File: config.mk
export PLATFORM = sky130hd
export DESIGN_NAME = sqrt_continued_fraction_terms_unit
export DESIGN_NICKNAME = d
export VERILOG_FILES = /design/src/hw/rtl/scft_pkg.sv /design/src/hw/rtl/scft_div.sv /design/src/hw/rtl/scft_datapath.sv /design/src/hw/rtl/scft_ctrl.sv /design/src/hw/rtl/sqrt_continued_fraction_terms_unit.sv
export VERILOG_INCLUDE_DIRS = /design/src /design/src/hw/rtl
export SDC_FILE = /design/constraint.sdc
export NUM_CORES = 2
export LEC_CHECK = 0
export ABC_AREA = 1
export BUFFER_PORTS_ARGS = -buffer_cell sky130_fd_sc_hd__buf_2
export CAP_MARGIN = 20
export CORE_MARGIN = 1
export CORE_UTILIZATION = 45
export DETAILED_ROUTE_END_ITERATION = 10
export GPL_ROUTABILITY_DRIVEN = 0
export PLACE_DENSITY_LB_ADDON = 0.1
export SYNTH_ARGS = -nofsm -noshare
export SYNTH_HDL_FRONTEND = slang
export SYNTH_SLANG_ARGS = --single-unit
File: constraint.sdc
create_clock -name clk -period 5.46 [get_ports clk]
set_clock_uncertainty 0.1 [all_clocks]
set_input_delay 0.819 -clock clk [delete_from_list [all_inputs] [get_ports clk]]
set_output_delay 0.819 -clock clk [all_outputs]
set_load 0.05 [all_outputs]
File: src/hw/rtl/sqrt_continued_fraction_terms_unit_defines.svh
// ----------------------------------------------------------------------------
// Assertion macros for the square-root continued-fraction term unit.
// Each macro checks a property on the rising edge of clk, held off during rst.
// ----------------------------------------------------------------------------
`ifndef SQRT_CONTINUED_FRACTION_TERMS_UNIT_DEFINES_SVH
`define SQRT_CONTINUED_FRACTION_TERMS_UNIT_DEFINES_SVH

`ifndef SYNTHESIS

// Checks that a property holds at every clock edge outside reset.
`define SCFT_ASSERT(lbl, prop, msg) \
  lbl: assert property (@(posedge clk) disable iff (rst) (prop)) else $error(msg);

// Checks that a condition never becomes true outside reset.
`define SCFT_ASSERT_NEVER(lbl, cond, msg) \
  lbl: assert property (@(posedge clk) disable iff (rst) !(cond)) else $error(msg);

`else

`define SCFT_ASSERT(lbl, prop, msg)
`define SCFT_ASSERT_NEVER(lbl, cond, msg)

`endif

`endif

File: src/hw/rtl/scft_pkg.sv
// ----------------------------------------------------------------------------
// scft_pkg
// Widths, command codes and interface structs shared by the term unit.
// ----------------------------------------------------------------------------
package scft_pkg;

  localparam int RAD_W      = 32;
  localparam int CFG_W      = 32;
  localparam int TERM_W     = 17;
  localparam int SQ_STEPS   = (RAD_W + 1) / 2;
  localparam int ROOT_W     = SQ_STEPS;
  localparam int VAL_W      = ROOT_W + 1;
  localparam int PROD_W     = 2 * VAL_W;
  localparam int SRC_W      = 2 * SQ_STEPS;
  localparam int SQ_REM_W   = ROOT_W + 1;
  localparam int SQ_ACC_W   = ROOT_W + 3;
  localparam int SQ_CNT_W   = $clog2(SQ_STEPS + 1);
  localparam int DIV_CNT_W  = $clog2(RAD_W + 1);
  localparam int DIV2_BITS  = VAL_W + 1;
  localparam int DIV2_SHIFT = RAD_W - DIV2_BITS;

  typedef enum logic [3:0] {
    OP_NONE,
    OP_SQRT_GO,
    OP_WHOLE_LOAD,
    OP_WRAP,
    OP_MUL_DA,
    OP_SUB_M,
    OP_MUL_MM,
    OP_DIV1_GO,
    OP_DIV2_GO,
    OP_COMMIT
  } dp_op_t;

  typedef enum logic [1:0] {
    RES_WHOLE,
    RES_TERM,
    RES_ERR
  } res_kind_t;

  typedef struct packed {
    dp_op_t op;
  } dp_cmd_t;

  typedef struct packed {
    logic sq;
    logic d_zero;
    logic d_one;
    logic m_zero;
    logic sqrt_done;
    logic div_done;
    logic div_busy;
    logic q_zero;
  } dp_stat_t;

  typedef struct packed {
    logic [ROOT_W-1:0] root;
    logic [VAL_W-1:0]  last_term;
    logic              d_one;
    logic              sq;
  } dp_view_t;

  typedef struct packed {
    logic      emit;
    res_kind_t kind;
  } ctl_res_t;

endpackage

File: src/hw/rtl/scft_div.sv
// ----------------------------------------------------------------------------
// scft_div
// Radix-2 restoring divider, one quotient bit per cycle, variable bit count.
// ----------------------------------------------------------------------------
module scft_div (
  input  logic                            clk,
  input  logic                            rst,
  input  logic                            start,
  input  logic [scft_pkg::DIV_CNT_W-1:0]  nbits,
  input  logic [scft_pkg::RAD_W-1:0]      dividend,
  input  logic [scft_pkg::VAL_W-1:0]      divisor,
  output logic [scft_pkg::RAD_W-1:0]      quotient,
  output logic                            done,
  output logic                            busy
);

  logic [scft_pkg::DIV_CNT_W-1:0] cnt;
  logic [scft_pkg::RAD_W-1:0]     dvd;
  logic [scft_pkg::VAL_W-1:0]     rem;
  logic [scft_pkg::VAL_W-1:0]     dsr;
  logic [scft_pkg::VAL_W:0]       shifted;
  logic [scft_pkg::VAL_W:0]       diff;
  logic                           ge;

  // The dividend register shifts out its top bit and takes in quotient bits.
  always_comb begin
    shifted = {rem, dvd[scft_pkg::RAD_W-1]};
    ge      = shifted >= {1'b0, dsr};
    diff    = shifted - {1'b0, dsr};
  end

  always_ff @(posedge clk) begin
    if (rst) begin
      cnt  <= '0;
      done <= 1'b0;
    end else begin
      done <= 1'b0;
      if (start) begin
        cnt <= nbits;
        dvd <= dividend;
        rem <= '0;
        dsr <= divisor;
      end else if (cnt != '0) begin
        cnt  <= cnt - 1'b1;
        done <= (cnt == scft_pkg::DIV_CNT_W'(1));
        rem  <= ge ? diff[scft_pkg::VAL_W-1:0] : shifted[scft_pkg::VAL_W-1:0];
        dvd  <= {dvd[scft_pkg::RAD_W-2:0], ge};
      end
    end
  end

  assign quotient = dvd;
  assign busy     = (cnt != '0);

endmodule

File: src/hw/rtl/scft_datapath.sv
// ----------------------------------------------------------------------------
// scft_datapath
// Radicand, expansion state, integer square root, multiplier and divider.
// ----------------------------------------------------------------------------
module scft_datapath (
  input  logic                        clk,
  input  logic                        rst,
  input  logic                        cfg_we,
  input  logic [scft_pkg::CFG_W-1:0]  cfg_data,
  input  scft_pkg::dp_cmd_t           cmd,
  output scft_pkg::dp_stat_t          stat,
  output scft_pkg::dp_view_t          view
);

  logic [scft_pkg::RAD_W-1:0]    rad;
  logic [scft_pkg::ROOT_W-1:0]   root;
  logic                          sq;
  logic [scft_pkg::VAL_W-1:0]    offset_m;
  logic [scft_pkg::VAL_W-1:0]    denom_d;
  logic [scft_pkg::VAL_W-1:0]    last_term;
  logic [scft_pkg::VAL_W-1:0]    first_m;
  logic [scft_pkg::VAL_W-1:0]    first_d;
  logic [scft_pkg::VAL_W-1:0]    first_term;
  logic [scft_pkg::PROD_W-1:0]   prod;
  logic [scft_pkg::VAL_W-1:0]    m_new;
  logic [scft_pkg::VAL_W-1:0]    d_new;

  // Digit-by-digit square root state.
  logic [scft_pkg::SRC_W-1:0]    sq_src;
  logic [scft_pkg::SQ_REM_W-1:0] sq_rem;
  logic [scft_pkg::ROOT_W-1:0]   sq_root;
  logic [scft_pkg::SQ_CNT_W-1:0] sq_cnt;
  logic                          sq_done;
  logic [scft_pkg::SQ_ACC_W-1:0] sq_acc;
  logic [scft_pkg::SQ_ACC_W-1:0] sq_trial;
  logic                          sq_ge;

  // Divider hookup.
  logic                           div_start;
  logic [scft_pkg::DIV_CNT_W-1:0] div_nbits;
  logic [scft_pkg::RAD_W-1:0]     div_dividend;
  logic [scft_pkg::VAL_W-1:0]     div_divisor;
  logic [scft_pkg::RAD_W-1:0]     div_q;
  logic                           div_done;
  logic                           div_busy;
  logic [scft_pkg::PROD_W-1:0]    num1;
  logic [scft_pkg::DIV2_BITS-1:0] num2;
  logic [scft_pkg::VAL_W-1:0]     q_val;

  always_comb begin
    sq_acc   = {sq_rem, sq_src[scft_pkg::SRC_W-1 -: 2]};
    sq_trial = {1'b0, sq_root, 2'b01};
    sq_ge    = sq_acc >= sq_trial;
  end

  always_comb begin
    num1  = scft_pkg::PROD_W'(rad) - prod;
    num2  = scft_pkg::DIV2_BITS'(root) + scft_pkg::DIV2_BITS'(m_new);
    q_val = scft_pkg::VAL_W'(div_q);
    div_start    = 1'b0;
    div_nbits    = scft_pkg::DIV_CNT_W'(scft_pkg::RAD_W);
    div_dividend = scft_pkg::RAD_W'(num1);
    div_divisor  = denom_d;
    unique case (cmd.op)
      scft_pkg::OP_DIV1_GO: begin
        div_start = 1'b1;
      end
      scft_pkg::OP_DIV2_GO: begin
        div_start    = 1'b1;
        div_nbits    = scft_pkg::DIV_CNT_W'(scft_pkg::DIV2_BITS);
        div_dividend = scft_pkg::RAD_W'(num2) << scft_pkg::DIV2_SHIFT;
        div_divisor  = q_val;
      end
      default: begin
        div_start = 1'b0;
      end
    endcase
  end

  scft_div u_div (
    .clk      (clk),
    .rst      (rst),
    .start    (div_start),
    .nbits    (div_nbits),
    .dividend (div_dividend),
    .divisor  (div_divisor),
    .quotient (div_q),
    .done     (div_done),
    .busy     (div_busy)
  );

  // Square root unit.
  always_ff @(posedge clk) begin
    if (rst) begin
      sq_cnt  <= '0;
      sq_done <= 1'b0;
    end else begin
      sq_done <= 1'b0;
      if (cmd.op == scft_pkg::OP_SQRT_GO) begin
        sq_cnt  <= scft_pkg::SQ_CNT_W'(scft_pkg::SQ_STEPS);
        sq_src  <= scft_pkg::SRC_W'(rad);
        sq_rem  <= '0;
        sq_root <= '0;
      end else if (sq_cnt != '0) begin
        sq_cnt  <= sq_cnt - 1'b1;
        sq_done <= (sq_cnt == scft_pkg::SQ_CNT_W'(1));
        sq_src  <= sq_src << 2;
        sq_rem  <= sq_ge ? scft_pkg::SQ_REM_W'(sq_acc - sq_trial)
                         : scft_pkg::SQ_REM_W'(sq_acc);
        sq_root <= {sq_root[scft_pkg::ROOT_W-2:0], sq_ge};
      end
    end
  end

  // Expansion state.
  always_ff @(posedge clk) begin
    if (rst) begin
      rad        <= scft_pkg::RAD_W'(2);
      root       <= '0;
      sq         <= 1'b0;
      offset_m   <= '0;
      denom_d    <= scft_pkg::VAL_W'(1);
      last_term  <= '0;
      first_m    <= '0;
      first_d    <= scft_pkg::VAL_W'(1);
      first_term <= '0;
    end else begin
      if (cfg_we) begin
        rad <= scft_pkg::RAD_W'(cfg_data);
      end
      unique case (cmd.op)
        scft_pkg::OP_WHOLE_LOAD: begin
          root      <= sq_root;
          sq        <= (sq_rem == '0);
          offset_m  <= '0;
          denom_d   <= scft_pkg::VAL_W'(1);
          last_term <= scft_pkg::VAL_W'(sq_root);
        end
        scft_pkg::OP_WRAP: begin
          offset_m  <= first_m;
          denom_d   <= first_d;
          last_term <= first_term;
        end
        scft_pkg::OP_COMMIT: begin
          offset_m  <= m_new;
          denom_d   <= d_new;
          last_term <= q_val;
          if (offset_m == '0) begin
            first_m    <= m_new;
            first_d    <= d_new;
            first_term <= q_val;
          end
        end
        default: begin
        end
      endcase
    end
  end

  // Product and intermediate registers; each product is registered before use.
  always_ff @(posedge clk) begin
    unique case (cmd.op)
      scft_pkg::OP_MUL_DA: prod  <= denom_d * last_term;
      scft_pkg::OP_SUB_M:  m_new <= scft_pkg::VAL_W'(prod - scft_pkg::PROD_W'(offset_m));
      scft_pkg::OP_MUL_MM: prod  <= m_new * m_new;
      scft_pkg::OP_DIV2_GO: d_new <= q_val;
      default: begin
      end
    endcase
  end

  always_comb begin
    stat.sq        = sq;
    stat.d_zero    = (denom_d == '0);
    stat.d_one     = (denom_d == scft_pkg::VAL_W'(1));
    stat.m_zero    = (offset_m == '0);
    stat.sqrt_done = sq_done;
    stat.div_done  = div_done;
    stat.div_busy  = div_busy;
    stat.q_zero    = (div_q == '0);
    view.root      = root;
    view.last_term = last_term;
    view.d_one     = (denom_d == scft_pkg::VAL_W'(1));
    view.sq        = sq;
  end

endmodule

File: src/hw/rtl/scft_ctrl.sv
// ----------------------------------------------------------------------------
// scft_ctrl
// Sequencer: takes an item, steps the datapath and hands off one result.
// ----------------------------------------------------------------------------
`include "sqrt_continued_fraction_terms_unit_defines.svh"

module scft_ctrl (
  input  logic                clk,
  input  logic                rst,
  input  logic                cfg_we,
  input  logic                in_valid,
  output logic                in_ready,
  input  logic                restart,
  input  logic                out_free,
  input  scft_pkg::dp_stat_t  stat,
  output scft_pkg::dp_cmd_t   cmd,
  output scft_pkg::ctl_res_t  res
);

  typedef enum logic [3:0] {
    S_IDLE,
    S_SQRT_GO,
    S_SQRT_WAIT,
    S_WHOLE,
    S_WRAP,
    S_MUL_DA,
    S_SUB_M,
    S_MUL_MM,
    S_DIV1_GO,
    S_DIV1_WAIT,
    S_DIV1_TAKE,
    S_DIV2_WAIT,
    S_COMMIT,
    S_EMIT
  } state_t;

  state_t              state;
  logic                started;
  scft_pkg::res_kind_t kind;
  logic                accept;

  assign accept   = in_valid && in_ready;
  assign in_ready = (state == S_IDLE);

  always_comb begin
    cmd.op = scft_pkg::OP_NONE;
    unique case (state)
      S_SQRT_GO: cmd.op = scft_pkg::OP_SQRT_GO;
      S_WHOLE:   cmd.op = scft_pkg::OP_WHOLE_LOAD;
      S_WRAP:    cmd.op = scft_pkg::OP_WRAP;
      S_MUL_DA:  cmd.op = scft_pkg::OP_MUL_DA;
      S_SUB_M:   cmd.op = scft_pkg::OP_SUB_M;
      S_MUL_MM:  cmd.op = scft_pkg::OP_MUL_MM;
      S_DIV1_GO: cmd.op = scft_pkg::OP_DIV1_GO;
      S_DIV1_TAKE: begin
        if (!stat.q_zero) begin
          cmd.op = scft_pkg::OP_DIV2_GO;
        end
      end
      S_COMMIT:  cmd.op = scft_pkg::OP_COMMIT;
      default:   cmd.op = scft_pkg::OP_NONE;
    endcase
    res.emit = (state == S_EMIT) && out_free;
    res.kind = kind;
  end

  always_ff @(posedge clk) begin
    if (rst) begin
      state   <= S_IDLE;
      started <= 1'b0;
      kind    <= scft_pkg::RES_TERM;
    end else begin
      unique case (state)
        S_IDLE: begin
          if (accept) begin
            priority if (restart || !started) begin
              state <= S_SQRT_GO;
            end else if (stat.sq || stat.d_zero) begin
              kind  <= scft_pkg::RES_ERR;
              state <= S_EMIT;
            end else if (stat.d_one && !stat.m_zero) begin
              state <= S_WRAP;
            end else begin
              state <= S_MUL_DA;
            end
          end
        end
        S_SQRT_GO:   state <= S_SQRT_WAIT;
        S_SQRT_WAIT: begin
          if (stat.sqrt_done) begin
            state <= S_WHOLE;
          end
        end
        S_WHOLE: begin
          kind    <= scft_pkg::RES_WHOLE;
          state   <= S_EMIT;
        end
        S_WRAP: begin
          kind  <= scft_pkg::RES_TERM;
          state <= S_EMIT;
        end
        S_MUL_DA:    state <= S_SUB_M;
        S_SUB_M:     state <= S_MUL_MM;
        S_MUL_MM:    state <= S_DIV1_GO;
        S_DIV1_GO:   state <= S_DIV1_WAIT;
        S_DIV1_WAIT: begin
          if (stat.div_done) begin
            state <= S_DIV1_TAKE;
          end
        end
        S_DIV1_TAKE: begin
          if (stat.q_zero) begin
            kind  <= scft_pkg::RES_ERR;
            state <= S_EMIT;
          end else begin
            state <= S_DIV2_WAIT;
          end
        end
        S_DIV2_WAIT: begin
          if (stat.div_done) begin
            state <= S_COMMIT;
          end
        end
        S_COMMIT: begin
          kind  <= scft_pkg::RES_TERM;
          state <= S_EMIT;
        end
        S_EMIT: begin
          if (out_free) begin
            state <= S_IDLE;
          end
        end
        default: state <= S_IDLE;
      endcase
      // A new radicand restarts the expansion from its whole part.
      if (cfg_we) begin
        started <= 1'b0;
      end else if (state == S_WHOLE) begin
        started <= 1'b1;
      end
    end
  end

  `SCFT_ASSERT(a_emit_has_room, res.emit |-> out_free, "result emitted into a full output")
  `SCFT_ASSERT_NEVER(a_div_start_busy,
    (cmd.op == scft_pkg::OP_DIV1_GO || cmd.op == scft_pkg::OP_DIV2_GO) && stat.div_busy,
    "divider started while busy")
  `SCFT_ASSERT(a_accept_leaves_idle, accept |=> (state != S_IDLE), "item accepted but no work")

endmodule

File: src/hw/rtl/sqrt_continued_fraction_terms_unit.sv
// ----------------------------------------------------------------------------
// sqrt_continued_fraction_terms_unit
// Produces the continued-fraction terms of sqrt(radicand), one term per item.
// ----------------------------------------------------------------------------
//
//   Channel   Signals                           Direction  Payload
//   config    cfg_we, cfg_data[31:0]            in         radicand
//   request   in_valid, in_ready, restart       in         restart
//   result    out_valid, out_ready, term,       out        term, is_whole_part,
//             is_whole_part, last_of_period,               last_of_period,
//             square_error                                 square_error
//
// A whole-part item (restart, or the first item after reset or after a radicand
// write) runs the 16-step digit-by-digit square root. A period term takes two
// multiplies, then two divisions on the shared radix-2 divider, 32 quotient bits
// for the new denominator and 18 for the term. A wrap to the first period term
// restores the stored first state, and a perfect square is answered with an
// error result. Reset is synchronous; it loads the radicand with 2 and marks
// the expansion as not started. A result waits in the output register while
// the next item is already taken and worked on; a stall there only holds the
// sequencer once its next result is ready.
//
module sqrt_continued_fraction_terms_unit (
  input  logic                         clk,
  input  logic                         rst,
  input  logic                         cfg_we,
  input  logic [scft_pkg::CFG_W-1:0]   cfg_data,
  input  logic                         in_valid,
  output logic                         in_ready,
  input  logic                         restart,
  output logic                         out_valid,
  input  logic                         out_ready,
  output logic [scft_pkg::TERM_W-1:0]  term,
  output logic                         is_whole_part,
  output logic                         last_of_period,
  output logic                         square_error
);

  scft_pkg::dp_cmd_t  cmd;
  scft_pkg::dp_stat_t stat;
  scft_pkg::dp_view_t view;
  scft_pkg::ctl_res_t res;
  logic               out_free;

  // The output register can take a new result when it is empty or being read.
  assign out_free = !out_valid || out_ready;

  scft_ctrl u_ctrl (
    .clk      (clk),
    .rst      (rst),
    .cfg_we   (cfg_we),
    .in_valid (in_valid),
    .in_ready (in_ready),
    .restart  (restart),
    .out_free (out_free),
    .stat     (stat),
    .cmd      (cmd),
    .res      (res)
  );

  scft_datapath u_datapath (
    .clk      (clk),
    .rst      (rst),
    .cfg_we   (cfg_we),
    .cfg_data (cfg_data),
    .cmd      (cmd),
    .stat     (stat),
    .view     (view)
  );

  // Output register. The sequencer names the kind of result, and the fields
  // are taken from the datapath state that the last step left behind.
  always_ff @(posedge clk) begin
    if (rst) begin
      out_valid <= 1'b0;
    end else begin
      if (res.emit) begin
        out_valid <= 1'b1;
      end else if (out_ready) begin
        out_valid <= 1'b0;
      end
    end
  end

  always_ff @(posedge clk) begin
    if (res.emit) begin
      unique case (res.kind)
        scft_pkg::RES_WHOLE: begin
          // Whole part: the error flag tells whether the radicand is a square.
          term           <= scft_pkg::TERM_W'(view.root);
          is_whole_part  <= 1'b1;
          last_of_period <= 1'b0;
          square_error   <= view.sq;
        end
        scft_pkg::RES_TERM: begin
          // A period term closes the period when it leaves a denominator of one.
          term           <= scft_pkg::TERM_W'(view.last_term);
          is_whole_part  <= 1'b0;
          last_of_period <= view.d_one;
          square_error   <= 1'b0;
        end
        default: begin
          // Square radicand or a zero divisor: repeat the whole part as an error.
          term           <= scft_pkg::TERM_W'(view.root);
          is_whole_part  <= 1'b0;
          last_of_period <= 1'b0;
          square_error   <= 1'b1;
        end
      endcase
    end
  end

endmodule
Word-level counts from Yosys, hierarchy flattened
Cells that the tools add are included.
Word-level totals
  flip-flop bits (word level): 389
  input port bits: 38
Operators by class
  $add $sub $neg: 7
  $mul: 2
  magnitude comparators: 2
  eq/ne operators: 34
  multiplexer cells: 43
  bitwise logic cells: 3
  reduce and logical (&&, ||, !) cells: 36
Operators by type and width (count)
  two-way mux 32 bit: 5
  one-hot mux 17 bit (3 select lines): 3
  two-way mux 17 bit: 5
  multiplier 17 x 17 -> 32 bit: 2
  one-hot mux 32 bit (2 select lines): 1
  logical NOT 17 bit: 3
  subtractor 17 bit: 3
  one-hot mux 4 bit (12 select lines): 1
  one-hot mux 4 bit (9 select lines): 1
  == test 4 x 3 -> 1 bit (second input constant): 8
  == test 4 bit (second input constant): 8
  logical NOT 32 bit: 1
  two-way mux 16 bit: 2
  two-way mux 4 bit: 8
  subtractor 32 bit: 1
  >= comparator 19 x 18 -> 1 bit: 1
  adder 16 x 17 -> 18 bit: 1
  >= comparator 18 x 17 -> 1 bit: 1
  two-way mux 6 bit: 3
  == test 17 x 1 -> 1 bit (second input constant): 1
  == test 4 x 2 -> 1 bit (second input constant): 4
  two-way mux 5 bit: 2
  != test 2 x 1 -> 1 bit (second input constant): 5
  AND reduction 5 bit: 2
  other kinds (26): 55

Logic depth before layout (Yosys ltp)
  depth after elaboration: 8
  mapped depth: 28

By module
Synthesis repeated with hierarchy kept, for this count alone.
Second synthesis, totals
  cell total of the unflattened synthesis: 5826
  area, all modules: 41949.0 sq um
By module, submodules not included
  scft_datapath: instances 1, cells an instance 5130, area each 36246.0 sq um, seq. area each 7076.8 sq um
  scft_div: instances 1, cells an instance 511, area each 4229.1 sq um, seq. area each 2122.0 sq um
  sqrt_continued_fraction_terms_unit: instances 1, cells an instance 86, area each 890.9 sq um, seq. area each 620.6 sq um
  scft_ctrl: instances 1, cells an instance 99, area each 583.1 sq um, seq. area each 140.1 sq um

Worst setup path before layout
OpenSTA, ideal clock, no wires.
  path type: register to register
  start point: register u_datapath.m_new[10] (netlist bit)
  end point: register u_datapath.prod[31] (netlist bit) (data pin)
  data arrival time: 5.372 ns
  data required time: 5.106 ns
  path slack: -0.266 ns
  cell stages (with the launch flop): 23
  buffers on the path: 2
  cells stage by stage: edfxtp_1 > clkbuf_1 > buf_1 > nand2_1 > fa_1 > fa_1 > fa_1 > inv_1 > fa_1 > fa_1 > inv_1 > fa_1 > inv_1 > ha_1 > nand2_1 > nor2_1 > inv_1 > o211ai_1 > nand2_1 > nand2_1 > nand2_1 > nand3_1 > nand2_1
On the way
  word-level cells in the longest chain between the ends: 2
Ends and longest elaborated chain
  from (decl): line scft_datapath.sv:25  | logic [scft_pkg::VAL_W-1:0] m_new;
  from (signal assigned): line scft_datapath.sv:164  | scft_pkg::OP_SUB_M: m_new <= scft_pkg::VAL_W'(prod - scft_pkg::PROD_W'(offset_m));
  multiplier 17 x 17 -> 32 bit: line scft_datapath.sv:165  | scft_pkg::OP_MUL_MM: prod <= m_new * m_new;
  one-hot mux 32 bit (2 select lines): line scft_datapath.sv:162  | unique case (cmd.op)
  to (signal assigned): line scft_datapath.sv:163  | scft_pkg::OP_MUL_DA: prod <= denom_d * last_term;
  to (signal assigned): line scft_datapath.sv:165
  to (decl): line scft_datapath.sv:24  | logic [scft_pkg::PROD_W-1:0] prod;
Every way passes these cells.
A chain may end at the register's enable or synchronous reset.

Worst setup path in the final report
  start point: register u_datapath.m_new[9] (netlist bit)
  end point: register u_datapath.prod[27] (netlist bit) (data pin)
Same word-level chain as after synthesis.

==> impl_summary.txt <==
----------------------------------------------------
[CTS]
  Hold Buf Count CTS ... 0
  Max Root-Sink Buffers ... 3
  CTS H-tree lvls ... 2
  CTS tree ... done
  Root cell of the clock tree ... clkbuf_16
  CTS clk-pin slew, worst paths ... 60 ps
  Clock buffer count from CTS ... 48
  Latest clock arrival within the worst-skew pair ... just over 600 ps
  Sinks on Clock Net ... 389

[Setup path]
  Data arrival time of the worst path ... 5890 ps
  Number of cells on the worst reg-to-reg path ... 23
  Path type of the worst setup path ... flip-flop to flip-flop
  Library cell contributing the largest single delay on the critical path ... fa_1
  Crit-path cells ... buf_6 > nand2_2 > inv_2 > fa_1 > inv_2 > fa_1 > inv_2 > fa_1 > fa_1 > fa_1 > inv_2 > fa_1 > inv_2 > ha_4 > nand2_4 > nor2_4 > inv_4 > nor3_4 > nand4_1 > nand3_1 > nand2_1 > nand3_1 > nand2_1
  Type of destination of the critical path ... flip-flop
  Longest individual stage delay on the worst path ... 550 ps
  Critical path fanouts, max ... 5
  Most common cell on crit path ... fa_1
  Nature of the critical path startpoint ... flip-flop
  Critical path data required time ... 5700 ps

[Global route]
  Largest net degree at the start of global routing ... 85
  Number of global-route vias before repair ... 34800
  Wire length of the first global-routing pass ... 199 mm
  Overflow left after global routing ... 0
  Initial antenna violation count ... 4
  Global-route usage over all layers ... 0.284

[Yosys]
  Cell area after technology mapping ... 39900 um^2
  Synth area leader ... fa_1
  Post-synthesis sequential area ratio ... 0.250
  Proportion of register bits with asynchronous set or reset after synthesis ... 0
  Ranking of synthesized cells by area ... fa_1 (21%), edfxtp_1 (16%), nand2_1 (12%)
  Proportion of netlist area held by the largest area contributor ... 0.209
  Count of flip-flops with a built-in enable after synthesis ... 217
  Synthesized net count ... approximately 6000
  Cell count after synthesis ... 5257
  Number of register bits inferred by synthesis ... between 300 and 400
  Total number of yosys warnings ... 0
  Ys flop type ... edfxtp_1
  Average footprint of a synthesized cell ... 7.59 um^2
  Number of distinct library cells after synthesis ... 44

[Routing]
  Number of design-rule violations left by the first detailed-router iteration ... 2557
  Vias after detailed routing ... approximately 35000
  Routed length on met3 ... 7.85 mm
  DRT antenna net count ... 0
  Length of routed wiring on met1 ... between 50 and 60 mm
  Met2 wire length ... 56.8 mm
  Number of optimization iterations in the first detailed-route pass ... 6
  Final routed wire length divided by cell count ... roughly 18 um
  Highest signal layer in the routed design ... met5
  Remaining design rule violation count ... 0
  DRT Wirelength ... 125 mm
  Average via count per standard cell ... between 5 and 6

[Outcome]
  Run status ... finished, violations left
  Violated checks ... negative setup slack

[Final layout]
  Number of fill cells in the layout ... 8382
  End-of-flow core utilization ... 0.547
  Post-route cell area ... 47800 um^2
  Final layout net count ... 6327
  Antenna cell count ... 0
  Fraction of layout cells with a size suffix above 1 ... 0.163
  Signed area change from the synthesized netlist to the final layout ... 19.8%

[STA]
  RSZ-0062 raised after global routing ... true
  TNS Setup ... -1370 ps
  Crit path setup slack, layout ... -189 ps
  Tcrit/Tclk final ... 1.03
  Slew Viols, Final ... 0
  Peak Freq ... 0.177 GHz
  Minimum clock period ... 5650 ps
  Transition time at the pin with the least slew margin ... 1050 ps
  Final setup viols ... 17
  Hold violation count in the final report ... 0
  Worst slew margin relative to its limit ... 0.301

[Min path]
  Class of the tightest hold or removal check ... primary input to flip-flop
  Instance count along the most critical hold path ... 3

[Placed design]
  DPL Wire Length ... 101 mm
  Count of input and output buffers ... 59
  Area after DPL ... between 40000 and 50000 um^2
  Post-Place Setup Slack ... -800 ps

[Die]
  Height of the die ... 300 um
  Starting density of the core ... 0.457
  Chip Width ... between 200 and 300 um
  Row Count ... 108
  Boundary Pins ... 60
  Area of the die ... around 90000 um^2
  Core area ... roughly 87000 um^2

[Power]
  Worst ir drop on vdd ... 0.399 mV
  Pwr dens ... 285 nW/um^2
  Post-route total power ... 13.6 mW
  Leakage power ... 24.7 nW

[Run]
  Maximum capacitance violations ... 0

----------------------------------------------------
stage by stage:
step / hold WS, ps / std cells
floorplan: 323 / 5257
global placement: 333 / 6636
detailed placement: 341 / 6636
CTS: 293 / 6754
global route: 312 / 6770
finish: 315 / 6770
flip-flops by register name, indices dropped and copies added, names as in the netlist, 4 cells and up:
signal	count
u_datapath.prod	32
u_datapath.rad	32
u_datapath.sq_src	32
u_datapath.u_div.quotient	32
term	17
u_datapath.d_new	17
u_datapath.denom_d	17
u_datapath.first_d	17
u_datapath.first_m	17
u_datapath.first_term	17
u_datapath.last_term	17
u_datapath.m_new	17
u_datapath.offset_m	17
u_datapath.sq_rem	17
u_datapath.u_div.dsr	17
u_datapath.u_div.rem	17
u_datapath.root	16
u_datapath.sq_root	16
u_datapath.u_div.cnt	6
u_datapath.sq_cnt	5
u_ctrl.state	4
area by class of cell:
type	count	area (um^2)	area share
timing repair buffer	467	3850	0.0805
clock inverter	23	295	0.00618
tap	1155	1450	0.0302
clock buffer	67	1420	0.0296
sequential	389	10000	0.209
inverter	1188	4460	0.0934
multi-input combinational	3481	26300	0.551
repair_timing:
action,CTS,global route
pin swaps,114,109
gates resized for setup,290,196
endpoints found under the setup margin,21,22
setup buffers,30,17
gates cloned,2,0
cell usage in the layout (no fill, tap or decap), types with 12 or more instances in the layout:
cell and count:
a211oi_1 17, a21o_1 12, a21oi_1 246, a21oi_2 28, a21oi_4 14, a221oi_1 32, buf_12 26, buf_2 58
buf_4 351, buf_6 28, clkbuf_16 50, dfxtp_1 150, dfxtp_2 14, edfxtp_1 217, fa_1 394, fa_2 23
ha_1 259, ha_4 34, inv_1 1124, inv_2 62, nand2_1 1219, nand2_2 35, nand2_4 27, nand3_1 154
nand3_2 24, nand3b_1 17, nand4_1 46, nor2_1 380, nor2_2 24, nor2_4 28, nor3_1 36, o21ai_0 189
o21ai_1 22, o21bai_1 21, o22ai_1 29, xnor2_1 45, xor2_1 50
routing by layer:
layer  global-route usage  up-vias
li1                     -    16800
met1                0.399    16700
met2                0.458      954
met3               0.0388      176
met4               0.0808        4
met5                    0        -
Yosys cell counts, types with 15 or more instances:
library cell,instances
clkbuf_1,142
buf_2,26
xnor2_1,45
a21oi_1,288
o22ai_1,29
edfxtp_1,217
nand3_1,179
nor2_1,424
fa_1,417
nand2_1,1280
nand4_1,46
a21o_1,15
buf_1,26
xor2_1,53
nor3_1,46
o21ai_0,216
ha_1,297
inv_1,1180
dfxtp_1,172
a221oi_1,32
nand3b_1,17
o21bai_1,23
a211oi_1,17
critical path: cells and delay by family (launching register included):
kind / cells / cell delay (ps)
adder cells (fa/ha/maj): 7 / 3390
AND/OR/NAND/NOR: 9 / 900
flip-flops: 1 / 490
buffers and inverters: 7 / 490
kinds of logic (layout without fill, tap and decap cells):
logic type / Yosys count / after routing / share of synthesized area
AOI/OAI and AO/OA: 649 / 649 / 0.0901
xor gates and xnor gates: 98 / 98 / 0.0215
adders and majority gates: 714 / 714 / 0.302
buffers and inverters: 1387 / 1745 / 0.132
DFF: 389 / 389 / 0.250
muxes: 1 / 1 / 0.000251
and+or+nand+nor: 2019 / 2019 / 0.204
final timing paths:
kind                                                         start  slack [ps]                            endpoint
worst max register to register       u_datapath.m_new[9]$_DFFE_PN_        -190       u_datapath.prod[27]$_DFFE_PP_
worst max-delay path                 u_datapath.m_new[9]$_DFFE_PN_        -190       u_datapath.prod[27]$_DFFE_PP_
worst min register to register  u_datapath.first_d[1]$_SDFFE_PP0P_         350  u_datapath.first_d[1]$_SDFFE_PP0P_
worst min-delay path                                  cfg_data[17]         310     u_datapath.rad[17]$_SDFFE_PP0P_
power by group:
group / internal [mW] / leakage, nW / switching (mW)
Sequential: 3.98 / 3.45 / 0.491
Clock: 2.03 / 0.834 / 1.40
Combinational: 2.14 / 20.4 / 3.56
Total: 8.14 / 24.7 / 5.45
Note: power is estimated with default switching activity, not from simulation.
